### config.mk
export PLATFORM = sky130hd
export DESIGN_NAME = tcis_ctrl
export DESIGN_NICKNAME = d
export VERILOG_FILES = /design/src/rtl/tcis_pkg.sv /design/src/rtl/tcis_ctrl.sv
export SDC_FILE = /design/constraint.sdc
export NUM_CORES = 1
export LEC_CHECK = 0
export BUFFER_PORTS_ARGS = -buffer_cell sky130_fd_sc_hd__buf_2
export CAP_MARGIN = 20
export CORE_UTILIZATION = 30
export CTS_BUF_LIST = sky130_fd_sc_hd__clkbuf_8
export CTS_CLUSTER_DIAMETER = 60
export DETAILED_ROUTE_END_ITERATION = 12
export PLACE_DENSITY = 0.61
export SETUP_SLACK_MARGIN = 0.2
export SLEW_MARGIN = 20
export SYNTH_ARGS = -nofsm -noshare
export SYNTH_HDL_FRONTEND = slang
export SYNTH_SLANG_ARGS = --single-unit
### constraint.sdc
create_clock -name i_clk -period 2.5 [get_ports i_clk]
set_input_delay 0 -clock i_clk [delete_from_list [all_inputs] [get_ports i_clk]]
set_output_delay 0 -clock i_clk [all_outputs]
set_load 0.05 [all_outputs]
### src/rtl/tcis_pkg.sv
// Package with shared types, constants and the glyph table for the toy CPU step core.
package tcis_pkg;

    localparam int MemWords  = 65536;
    localparam int MemAw     = $clog2(MemWords);
    localparam int NumRegs   = 8;
    localparam int RegAw     = 3;
    localparam int GlyphCount = 92;

    localparam logic [15:0] StartReset = 16'h1FE1;

    localparam logic [1:0] KIND_WRITE = 2'd0;
    localparam logic [1:0] KIND_READ  = 2'd1;
    localparam logic [1:0] KIND_EXEC  = 2'd2;

    localparam logic [7:0] OP_NOP  = 8'h00;
    localparam logic [7:0] OP_LOAD = 8'h01;
    localparam logic [7:0] OP_STOR = 8'h02;
    localparam logic [7:0] OP_IMM  = 8'h03;
    localparam logic [7:0] OP_ADDM = 8'h04;
    localparam logic [7:0] OP_ADDI = 8'h05;
    localparam logic [7:0] OP_SUBM = 8'h06;
    localparam logic [7:0] OP_SUBI = 8'h07;
    localparam logic [7:0] OP_CMP  = 8'h08;
    localparam logic [7:0] OP_AND  = 8'h09;
    localparam logic [7:0] OP_OR   = 8'h0A;
    localparam logic [7:0] OP_XOR  = 8'h0B;
    localparam logic [7:0] OP_NOT  = 8'h0C;
    localparam logic [7:0] OP_SHL  = 8'h0D;
    localparam logic [7:0] OP_SHR  = 8'h0E;
    localparam logic [7:0] OP_JMP  = 8'h0F;
    localparam logic [7:0] OP_JZ   = 8'h10;
    localparam logic [7:0] OP_JNZ  = 8'h11;
    localparam logic [7:0] OP_CHAR = 8'h20;
    localparam logic [7:0] OP_DRAW = 8'hFE;
    localparam logic [7:0] OP_HALT = 8'hFF;

    typedef struct packed {
        logic [1:0]  kind;
        logic [15:0] address;
        logic [15:0] data;
    } t_in;

    typedef struct packed {
        logic [15:0] read_data;
        logic [15:0] next_ip;
        logic        zero_flag;
        logic        halted;
        logic        draw_request;
        logic        bad_opcode;
    } t_out;

    // Memory select for the datapath address mux.
    localparam logic [2:0] MA_IN  = 3'd0;
    localparam logic [2:0] MA_IP  = 3'd1;
    localparam logic [2:0] MA_IP1 = 3'd2;
    localparam logic [2:0] MA_OP  = 3'd3;
    localparam logic [2:0] MA_CH  = 3'd4;

    typedef struct packed {
        logic       start;     // take the input beat
        logic       mem_rd;
        logic       mem_wr;
        logic [2:0] addr_sel;
        logic       ld_w0;
        logic       ld_op;
        logic       ld_src;
        logic       exec;      // commit the instruction
        logic       ch_init;
        logic       ch_step;   // write one glyph word
        logic       done;      // capture result
    } t_cmd;

    typedef struct packed {
        logic [7:0] opcode;
        logic       ch_valid;
        logic       ch_last;
        logic       halted;
    } t_sts;

    function automatic logic [15:0] glyph_row(input logic [7:0] g, input logic [1:0] r);
        logic [15:0] t [0:GlyphCount*4-1];
        t = '{
        16'h386C,16'hC6C6,16'hFEC6,16'hC600,16'hFCC6,16'hC6FC,16'hC6C6,16'hFC00,
        16'h3C66,16'hC0C0,16'hC066,16'h3C00,16'hF8CC,16'hC6C6,16'hC6CC,16'hF800,
        16'hFEC0,16'hC0FC,16'hC0C0,16'hFE00,16'hFEC0,16'hC0FC,16'hC0C0,16'hC000,
        16'h3E60,16'hC0CE,16'hC666,16'h3E00,16'hC6C6,16'hC6FE,16'hC6C6,16'hC600,
        16'h7E18,16'h1818,16'h1818,16'h7E00,16'h0606,16'h0606,16'h0606,16'h7C00,
        16'hC6CC,16'hD8F0,16'hF8DC,16'hCE00,16'h6060,16'h6060,16'h6060,16'h7E00,
        16'hC6EE,16'hFEFE,16'hD6C6,16'hC600,16'hC6E6,16'hF6FE,16'hDECE,16'hC600,
        16'h7CC6,16'hC6C6,16'hC6C6,16'h7C00,16'hFCC6,16'hC6C6,16'hFCC0,16'hC000,
        16'h7CC6,16'hC6C6,16'hDECC,16'h7A00,16'hFCC6,16'hC6CE,16'hF8DC,16'hCE00,
        16'h78CC,16'hC07C,16'h06C6,16'h7C00,16'h7E18,16'h1818,16'h1818,16'h1800,
        16'hC6C6,16'hC6C6,16'hC6C6,16'h7C00,16'hC6C6,16'hC6EE,16'h7C38,16'h1000,
        16'hC6C6,16'hD6FE,16'hFEEE,16'hC600,16'hC6EE,16'h7C38,16'h7CEE,16'hC600,
        16'h6666,16'h663C,16'h1818,16'h1800,16'hFE0E,16'h1C38,16'h70E0,16'hFE00,
        16'h0030,16'h3000,16'h3030,16'h0000,16'h0030,16'h3000,16'h3030,16'h6000,
        16'h0018,16'h3060,16'h3018,16'h0000,16'h0030,16'h180C,16'h1830,16'h0000,
        16'h3030,16'h3000,16'h0000,16'h0000,16'h6C6C,16'h6C00,16'h0000,16'h0000,
        16'h0000,16'h7C06,16'h7EC6,16'h7E00,16'hC0C0,16'hFCC6,16'hC6C6,16'h7C00,
        16'h0000,16'h7EC0,16'hC0C0,16'h7E00,16'h0606,16'h7EC6,16'hC6C6,16'h7E00,
        16'h0000,16'h7CC6,16'hFEC0,16'h7C00,16'h0E18,16'h7E18,16'h1818,16'h1800,
        16'h0000,16'h7EC6,16'hC67E,16'h067C,16'hC0C0,16'hFCC6,16'hC6C6,16'hC600,
        16'h1800,16'h3818,16'h1818,16'h7E00,16'h0C00,16'h1C0C,16'h0C0C,16'h0C78,
        16'hC0C0,16'hCEFC,16'hF8DC,16'hCE00,16'h3818,16'h1818,16'h1818,16'h7E00,
        16'h0000,16'hFCB6,16'hB6B6,16'hB600,16'h0000,16'hFCC6,16'hC6C6,16'hC600,
        16'h0000,16'h7CC6,16'hC6C6,16'h7C00,16'h0000,16'hFCC6,16'hC6FC,16'hC0C0,
        16'h0000,16'h7EC6,16'hC67E,16'h0606,16'h0000,16'hCE70,16'h6060,16'h6000,
        16'h0000,16'h7CC0,16'h7C06,16'hFC00,16'h1818,16'h7E18,16'h1818,16'h1800,
        16'h0000,16'hC6C6,16'hC6C6,16'h7E00,16'h0000,16'h6666,16'h663C,16'h1800,
        16'h0000,16'hB6B6,16'hB6B6,16'h7E00,16'h0000,16'hC6FE,16'h38FE,16'hC600,
        16'h0000,16'hC6C6,16'hC67E,16'h067C,16'h0000,16'hFE1C,16'h3870,16'hFE00,
        16'h3838,16'h3830,16'h3000,16'h3000,16'h7C82,16'hBAAA,16'hBE80,16'h7C00,
        16'h6CFE,16'h6C6C,16'h6CFE,16'h6C00,16'h107C,16'hD07C,16'h16FC,16'h1000,
        16'h62A4,16'hC810,16'h264A,16'h8C00,16'h1028,16'h4400,16'h0000,16'h0000,
        16'h70D8,16'hD870,16'hDACC,16'h7E00,16'h006C,16'h38FE,16'h386C,16'h0000,
        16'h0C18,16'h3030,16'h3018,16'h0C00,16'h6030,16'h1818,16'h1830,16'h6000,
        16'h0018,16'h187E,16'h1818,16'h0000,16'h0000,16'h007E,16'h0000,16'h0000,
        16'h0000,16'h0000,16'h0000,16'h00FE,16'h0000,16'h0000,16'h0030,16'h3060,
        16'h0000,16'h0000,16'h0030,16'h3000,16'h0204,16'h0810,16'h2040,16'h8000,
        16'h7CC6,16'hCED6,16'hE6C6,16'h7C00,16'h1838,16'h1818,16'h1818,16'h7E00,
        16'h7CC6,16'h0E3C,16'h78E0,16'hFE00,16'h7E0C,16'h183C,16'h06C6,16'h7C00,
        16'h1C3C,16'h6CCC,16'hFE0C,16'h0C00,16'hFCC0,16'hFC06,16'h06C6,16'h7C00,
        16'h3C60,16'hC0FC,16'hC6C6,16'h7C00,16'hFEC6,16'h0C18,16'h3030,16'h3000,
        16'h78C4,16'hE478,16'h9E86,16'h7C00,16'h7CC6,16'hC67E,16'h060C,16'h7800,
        16'h7CFE,16'hC60C,16'h3800,16'h3800,16'h0C18,16'h1830,16'h1818,16'h0C00,
        16'h1818,16'h1818,16'h1818,16'h1800,16'h6030,16'h3018,16'h3030,16'h6000,
        16'h3C30,16'h3030,16'h3030,16'h3C00,16'h8040,16'h2010,16'h0804,16'h0200,
        16'h7818,16'h1818,16'h1818,16'h7800,16'h0000,16'h7E00,16'h7E00,16'h0000};
        if (g < 8'(GlyphCount)) begin
            return t[{g[6:0], r}];
        end
        return 16'h0000;
    endfunction

endpackage

### src/rtl/tcis_ctrl.sv
// Sequencer that steps the datapath through one item.
module tcis_ctrl import tcis_pkg::*; (
    input  logic i_clk,
    input  logic i_rst_n,
    input  logic i_in_valid,
    output logic o_in_ready,
    output logic o_out_valid,
    input  logic i_out_ready,
    input  logic [1:0] i_kind,
    input  t_sts i_sts,
    output t_cmd o_cmd
);

    localparam logic [2:0] S_IDLE = 3'd0;
    localparam logic [2:0] S_W0   = 3'd1;
    localparam logic [2:0] S_OP   = 3'd2;
    localparam logic [2:0] S_SRC  = 3'd3;
    localparam logic [2:0] S_EXE  = 3'd4;
    localparam logic [2:0] S_CHR  = 3'd5;
    localparam logic [2:0] S_FIN  = 3'd6;

    logic [2:0] r_state, n_state;
    logic r_out_valid, n_out_valid;

    assign o_out_valid = r_out_valid;
    assign o_in_ready  = (r_state == S_IDLE) && (!r_out_valid || i_out_ready);

    always_comb begin
        n_state     = r_state;
        n_out_valid = r_out_valid && !i_out_ready;
        o_cmd       = '0;
        case (r_state)
            S_IDLE: begin
                if (i_in_valid && o_in_ready) begin
                    o_cmd.start    = 1'b1;
                    o_cmd.addr_sel = MA_IN;
                    if (i_kind == KIND_WRITE) begin
                        o_cmd.mem_wr = 1'b1;
                        n_state      = S_FIN;
                    end else if (i_kind == KIND_READ) begin
                        o_cmd.mem_rd = 1'b1;
                        n_state      = S_FIN;
                    end else if (i_kind == KIND_EXEC && !i_sts.halted) begin
                        o_cmd.addr_sel = MA_IP;
                        o_cmd.mem_rd   = 1'b1;
                        n_state        = S_W0;
                    end else begin
                        n_state = S_FIN;
                    end
                end
            end
            S_W0: begin
                o_cmd.ld_w0    = 1'b1;
                o_cmd.addr_sel = MA_IP1;
                o_cmd.mem_rd   = 1'b1;
                n_state        = S_OP;
            end
            S_OP: begin
                o_cmd.ld_op    = 1'b1;
                n_state        = S_SRC;
            end
            S_SRC: begin
                o_cmd.addr_sel = MA_OP;
                o_cmd.mem_rd   = 1'b1;
                n_state        = S_EXE;
            end
            S_EXE: begin
                o_cmd.ld_src   = 1'b1;
                o_cmd.exec     = 1'b1;
                o_cmd.addr_sel = MA_OP;
                if (i_sts.opcode == OP_CHAR && i_sts.ch_valid) begin
                    o_cmd.ch_init = 1'b1;
                    n_state       = S_CHR;
                end else begin
                    o_cmd.mem_wr = (i_sts.opcode == OP_STOR);
                    n_state      = S_FIN;
                end
            end
            S_CHR: begin
                o_cmd.ch_step  = 1'b1;
                o_cmd.mem_wr   = 1'b1;
                o_cmd.addr_sel = MA_CH;
                if (i_sts.ch_last) begin
                    n_state = S_FIN;
                end
            end
            S_FIN: begin
                o_cmd.done  = 1'b1;
                n_out_valid = 1'b1;
                n_state     = S_IDLE;
            end
            default: n_state = S_IDLE;
        endcase
    end

    always_ff @(posedge i_clk) begin
        if (!i_rst_n) begin
            r_state     <= S_IDLE;
            r_out_valid <= 1'b0;
        end else begin
            r_state     <= n_state;
            r_out_valid <= n_out_valid;
        end
    end

endmodule

==> results.py, run 1 <==
metrics = {
    "critical_path": {
        "critPathMaxStageDelay_ps": 610,
        "crit_type": "reg2out",
        "cp-start-kind": "flop",
        "regToRegSetupSlack_ps": 1110,
        "rr_startpoint": "r_state[2]$_SDFFE_PN0P_",
        "path_cells": "nor3b_4 -> nand4_1 -> o21ai_0 -> buf_2",
        "crit_path_end_kind": "output pin",
        "critical_path.max_fanout": 18,
        "critical_path_arrival_ps": 1690,
        "cp_slowest_cell": "dfxtp_1",
        "r2r_cells": 3,
        "cp.required_ps": 2500,
        "r2r_end": "r_state[0]$_SDFFE_PN0P_",
    },
    "clock_tree": {
        "numClockSinks": 4,
        "cts-root-buf": "clkbuf_8",
        "post_cts_buffers": 0,
        "htree_levels": 1,
        "clk_pin_slew_ps": 30,
        "cts_buffers": 3,
        "cts_buffer_depth": 2,
        "cts_tree": "built",
        "cts_resized": 0,
        "insertion_delay_ps": 220,
        "cts_hold_buf": 0,
    },
    "sta": {
        "worstMarginPinSlew_ps": 518.4,
        "whs_ps": 41.41,
        "rsz0062_at_grt": "no",
        "relSlewSlack_pct": 65.40,
        "fmax_mhz": 591.6,
        "fin_worst_skew_ps": 1.898,
        "fin_crit_sh_pct": 67.62,
        "finalCriticalPeriod_ps": 1690,
        "hold_viol": 0,
        "setup_tns_ps": 0,
        "slew_viol_final": 0,
        "finalSetupViolCount": 0,
    },
    "detailed_routing": {
        "vias": 543,
        "drt_iter0_drc": 4,
        "wl_per_cell_um": 11.26,
        "ant_nets": 0,
        "finalWirelength_um": 1171,
        "first_pass_iters": 2,
        "drcViolationCount": 0,
        "avgViaCountPerCell": 5.221,
    },
    "logic_synthesis": {
        "synth-async-reset-ratio_pct": 0,
        "ys_seq_area_share_pct": 17.63,
        "yosysTopAreaCell": "dfxtp_1",
        "synth-edff-count": 0,
        "synth.top_cell.area_share_pct": 17.63,
        "syn-cell-area_um2": 454.2,
        "ys_seq_elements": 4,
        "synth_cell_types": 32,
        "syn_nets": 76,
        "syn_avg_cell_area_um2": 7.698,
        "synth_warnings": 0,
        "syn_inst": 59,
        "synthTopCellsByArea": "dfxtp_1, and3b_1, nor3b_1",
        "ys.flop_type": "dfxtp_1",
    },
    "floorplan": {
        "die_h_um": 40.91,
        "ios": 32,
        "dieArea_um2": 1674,
        "fp.dieW_um": 40.91,
        "start_util_pct": 33.64,
        "core_area_um2": 1350,
        "rows": 13,
    },
    "place": {
        "place.gp.congestion": 0.7811,
        "dpl.hpwl_um": 871.8,
        "port_buffers": 31,
        "placed_cells": 101,
    },
    "grt": {
        "grt_max_degree": 19,
        "antenna_found_initial": 0,
        "grt_pass1_vias": 449,
        "overflow": 0,
        "grt_pass1_wl_um": 1814,
        "grt_use_total_pct": 16.37,
    },
    "hold_path": {
        "hold_path_class": "in2reg",
        "hp-start": "i_rst_n",
        "hold_depth": 3,
        "min_to": "r_state[2]$_SDFFE_PN0P_",
    },
    "layout": {
        "nNetsFinal": 108,
        "area_delta_synth_final_pct": 41.32,
        "fin_cells": 104,
        "antenna_cells": 0,
        "layout-drive-gt1-share_pct": 44.94,
        "fillers": 145,
    },
    "power_and_ir_drop": {
        "p_leak_uw": 0.0003278,
        "power_density_nw_per_um2": 796.9,
        "p_total_uw": 511.5,
        "vdd_drop_max_mv": 0.4586,
    },
    "job": {
        "cap_violations": 0,
    },
    "outcome": {
        "outcome": "finished, final reports clean",
    },
}
layer usage:
| metal | share of wire (%) | wire [um] | track usage (%) |
|---|---|---|---|
| met1 | 46 | 537 | 20.13 |
| met2 | 45 | 528 | 26.95 |
| met3 | 9.0 | 105 | 6.522 |
| met4 | 0 | 0 | 2.500 |
| met5 | 0 | 0 | 0 |
Yosys cell counts, types with 2 or more instances:
master / count
nor2_1: 4
a31oi_1: 2
and3b_1: 3
nand4_1: 3
dfxtp_1: 4
nor4_1: 3
nor3b_1: 3
a21oi_1: 2
inv_1: 4
nand3b_1: 2
nand2_1: 4
nor2b_1: 3
nand2b_1: 3
where the power goes:
part	switching, uW	total [uW]	internal [uW]
Clock	32.9	135	103
Combinational	185	267	82.2
Sequential	34.6	109	73.9
kinds of logic after synthesis:
| kind of cell | share of synthesized area, % |
|---|---|
| compound gates | 21.49 |
| buf+inv | 9.364 |
| flops | 17.63 |
| simple gates | 51.52 |
worst max-delay path: cells and delay by family (launching register included):
family | cells | cell delay, ps
AO/OA/AOI/OAI | 1 | 110
buffers and inverters | 1 | 290
flip-flops | 1 | 610
AND/OR/NAND/NOR | 2 | 460
layout make-up:
class                      instances  area (um^2)  share of cell area [%]
multi-input combinational         47        331.6                   51.66
timing repair buffer              31        155.1                   24.17
sequential                         4        80.08                   12.48
clock buffer                       3        41.29                   6.433
tap                               15        18.77                   2.924
inverter                           4        15.01                   2.339
flip-flops by register name, summed over array words and instances (netlist names):
name / cells
o_out_valid: 1
r_state: 3
placed cells by master (no fill, tap or decap), drive strengths merged, types with 4 or more instances in the layout:
cell   count
buf       31
nand2      4
nor3b      4
dfxtp      4
nor2       4
inv        4
how the worst max path moves through the flow:
stage	startpoint	to	slack [ps]	depth (start not counted)
floorplan	r_state[1]$_SDFFE_PN0P_	r_state[0]$_SDFFE_PN0P_	410	3
global placement	r_state[2]$_SDFFE_PN0P_	o_cmd[10]	1070	4
detailed placement	r_state[2]$_SDFFE_PN0P_	o_cmd[10]	1000	4
CTS	r_state[2]$_SDFFE_PN0P_	o_cmd[10]	780	4
global route	r_state[2]$_SDFFE_PN0P_	o_cmd[2]	690	4
finish	r_state[2]$_SDFFE_PN0P_	o_cmd[10]	810	4
per-stage QoR:
step	setup WS, ps	area [um^2]	utilization, %
global route	687.1	641.9	47.54
detailed placement	1002	600.6	44.49
finish	809.6	641.9	47.54
global placement	1072	600.6	44.49
floorplan	406.6	454.2	-
CTS	777.1	641.9	47.54
No activity file was read; power rests on OpenSTA's default activity.
==> run 2: changes to the inputs <==
Settings changed: PLACE_DENSITY 0.61 to 0.63.
Clock period 2.5 ns to 1.4 ns, I/O delays scaled along.
==> run 2 against run 1 <==
The run now ends with setup timing left. Non-clock buffer count up 15. Clock skew grew 4.3 ps. Final area grew 60%. Routed wire length grew 37%. Flip-flop and latch count stayed put. Largest power group unchanged. First-iteration DRC count up 75%. Critical path depth is 1 higher. Clock power grew 84%.
==> results.py, run 2 (synthesis gave the netlist of run 1 again) <==
metrics = {
    "floorplan": {
        "fp.dieW_um": 40.91,
        "rows": 13,
        "dieArea_um2": 1674,
        "die_h_um": 40.91,
        "start_util_pct": 33.64,
        "ios": 32,
        "core_area_um2": 1350,
    },
    "critical_path": {
        "cp.required_ps": 1400,
        "crit_type": "reg2out",
        "rr_startpoint": "r_state[2]$_SDFFE_PN0P_",
        "r2r_end": "r_state[0]$_SDFFE_PN0P_",
        "crit_path_end_kind": "output pin",
        "cp-start-kind": "flop",
        "worstSetupStartpoint": "r_state[2]$_SDFFE_PN0P_",
        "critical_path.max_fanout": 5,
        "regToRegSetupSlack_ps": 40,
        "critical_path_arrival_ps": 1440,
        "r2r_cells": 5,
    },
    "sta": {
        "rsz0062_at_grt": "yes",
        "slew_viol_final": 0,
        "finalSetupViolCount": 1,
        "worstMarginPinSlew_ps": 470.7,
        "finalCriticalPeriod_ps": 1442,
        "fin_worst_skew_ps": 6.235,
        "finalWorstSetupSlack_ps": -42.26,
        "fin_crit_sh_pct": 103.0,
        "relSlewSlack_pct": 68.33,
        "fmax_mhz": 693.4,
        "hold_viol": 0,
    },
    "grt": {
        "grt_pass1_wl_um": 2152,
        "grt_pass1_vias": 529,
        "overflow": 0,
        "grt_use_total_pct": 19.02,
        "grt_max_degree": 13,
        "antenna_found_initial": 0,
    },
    "layout": {
        "antenna_cells": 0,
        "nNetsFinal": 123,
        "fillers": 90,
        "largest_register_ffs": 3,
        "finish.instance_area_um2": 1028,
        "mostFrequentLayoutCells": "buf_2, buf_6, buf_8, buf_4",
        "layout-drive-gt1-share_pct": 68.57,
        "area_delta_synth_final_pct": 126.4,
        "final_common_cell": "buf_2",
        "max_flop_register": "r_state",
    },
    "clock_tree": {
        "htree_levels": 1,
        "cts_tree": "built",
        "cts_buffer_depth": 2,
        "cts-root-buf": "clkbuf_8",
        "numClockSinks": 4,
        "cts_hold_buf": 0,
        "cts_buffers": 3,
        "clk_pin_slew_ps": 40,
        "insertion_delay_ps": 220,
    },
    "detailed_routing": {
        "wl_per_cell_um": 13.34,
        "drcViolationCount": 0,
        "drt_iter0_drc": 7,
        "avgViaCountPerCell": 5.292,
        "finalWirelength_um": 1601,
        "ant_nets": 0,
        "vias": 635,
        "first_pass_iters": 4,
    },
    "place": {
        "place_area_um2": 715.7,
        "pre_cts_ws_ps": 128.7,
        "port_buffers": 31,
        "place.gp.congestion": 0.8030,
        "dpl.hpwl_um": 1001,
    },
    "job": {
        "cap_violations": 0,
    },
    "hold_path": {
        "hp-start": "i_rst_n",
        "min_to": "r_state[2]$_SDFFE_PN0P_",
        "hold_path_class": "in2reg",
        "hold_depth": 3,
    },
    "power_and_ir_drop": {
        "p_leak_uw": 0.0004766,
        "power_density_nw_per_um2": 1289,
        "vdd_drop_max_mv": 0.8036,
    },
    "outcome": {
        "outcome": "complete, but fails checks",
        "violations": "setup timing",
    },
}
run 2: changes by cell type in the layout (fill, tap and decap cells not counted), moves of 4 or more:
cell | before | now
buf_4 | 0 | 6
buf_8 | 0 | 7
dfxtp_1 | 4 | 0
buf_2 | 31 | 17
buf_6 | 0 | 14
run 2: how the worst max path moves through the flow:
stage	slack, ps	endpoint
floorplan	-50	r_state[0]$_SDFFE_PN0P_
global placement	150	o_cmd[11]
detailed placement	130	o_cmd[11]
CTS	-2	o_cmd[11]
global route	-130	o_cmd[10]
finish	-40	o_cmd[10]
run 2: through the flow:
stage               TNS (ps)  power (uW)  cells  hold slack, ps  utilization, %
floorplan             -64.29       663.1     59           121.9               -
global placement           0       787.4    104           255.6           53.01
detailed placement         0       792.1    104           261.3           53.01
CTS                   -1.626        1256    117           26.93           71.36
global route          -307.8        1385    120           46.93           76.18
finish                -42.26        1326    120           33.88           76.18
run 2: worst max-delay path, stage by stage (launching register included):
cell and delay (ps):
dfxtp_4 370, buf_6 110, nor3b_4 270, nand4_1 190
o21ai_2 110, buf_6 170
run 2: what timing repair did:
| action | 4_1_cts | 5_1_grt |
|---|---|---|
| pin swaps | 6 | 3 |
| setup buffers | 9 | 3 |
| resized for setup | 39 | 11 |
| setup endpoints to repair | 15 | 16 |
run 2: area by class of cell:
type	count	area [um^2]	area share, %
Timing Repair Buffer	46	432.9	42.09
Multi-Input combinational cell	47	426.7	41.48
Sequential cell	4	90.09	8.759
Clock buffer	3	41.29	4.015
Tap cell	15	18.77	1.825
Inverter	4	15.01	1.460
Clock inverter	1	3.754	0.3650
run 2: where the power goes:
group / total [uW] / switching [uW] / internal (uW)
combinational: 911 / 483 / 428
sequential: 166 / 28.6 / 137
clock: 249 / 62.3 / 187
run 2: layer usage:
layer,global-route usage [%],vias up,wire [um]
met5,0,-,0
met4,7.500,0,0
met3,0,0,55
met2,32.42,19,826
met1,25.16,298,719
li1,-,318,-
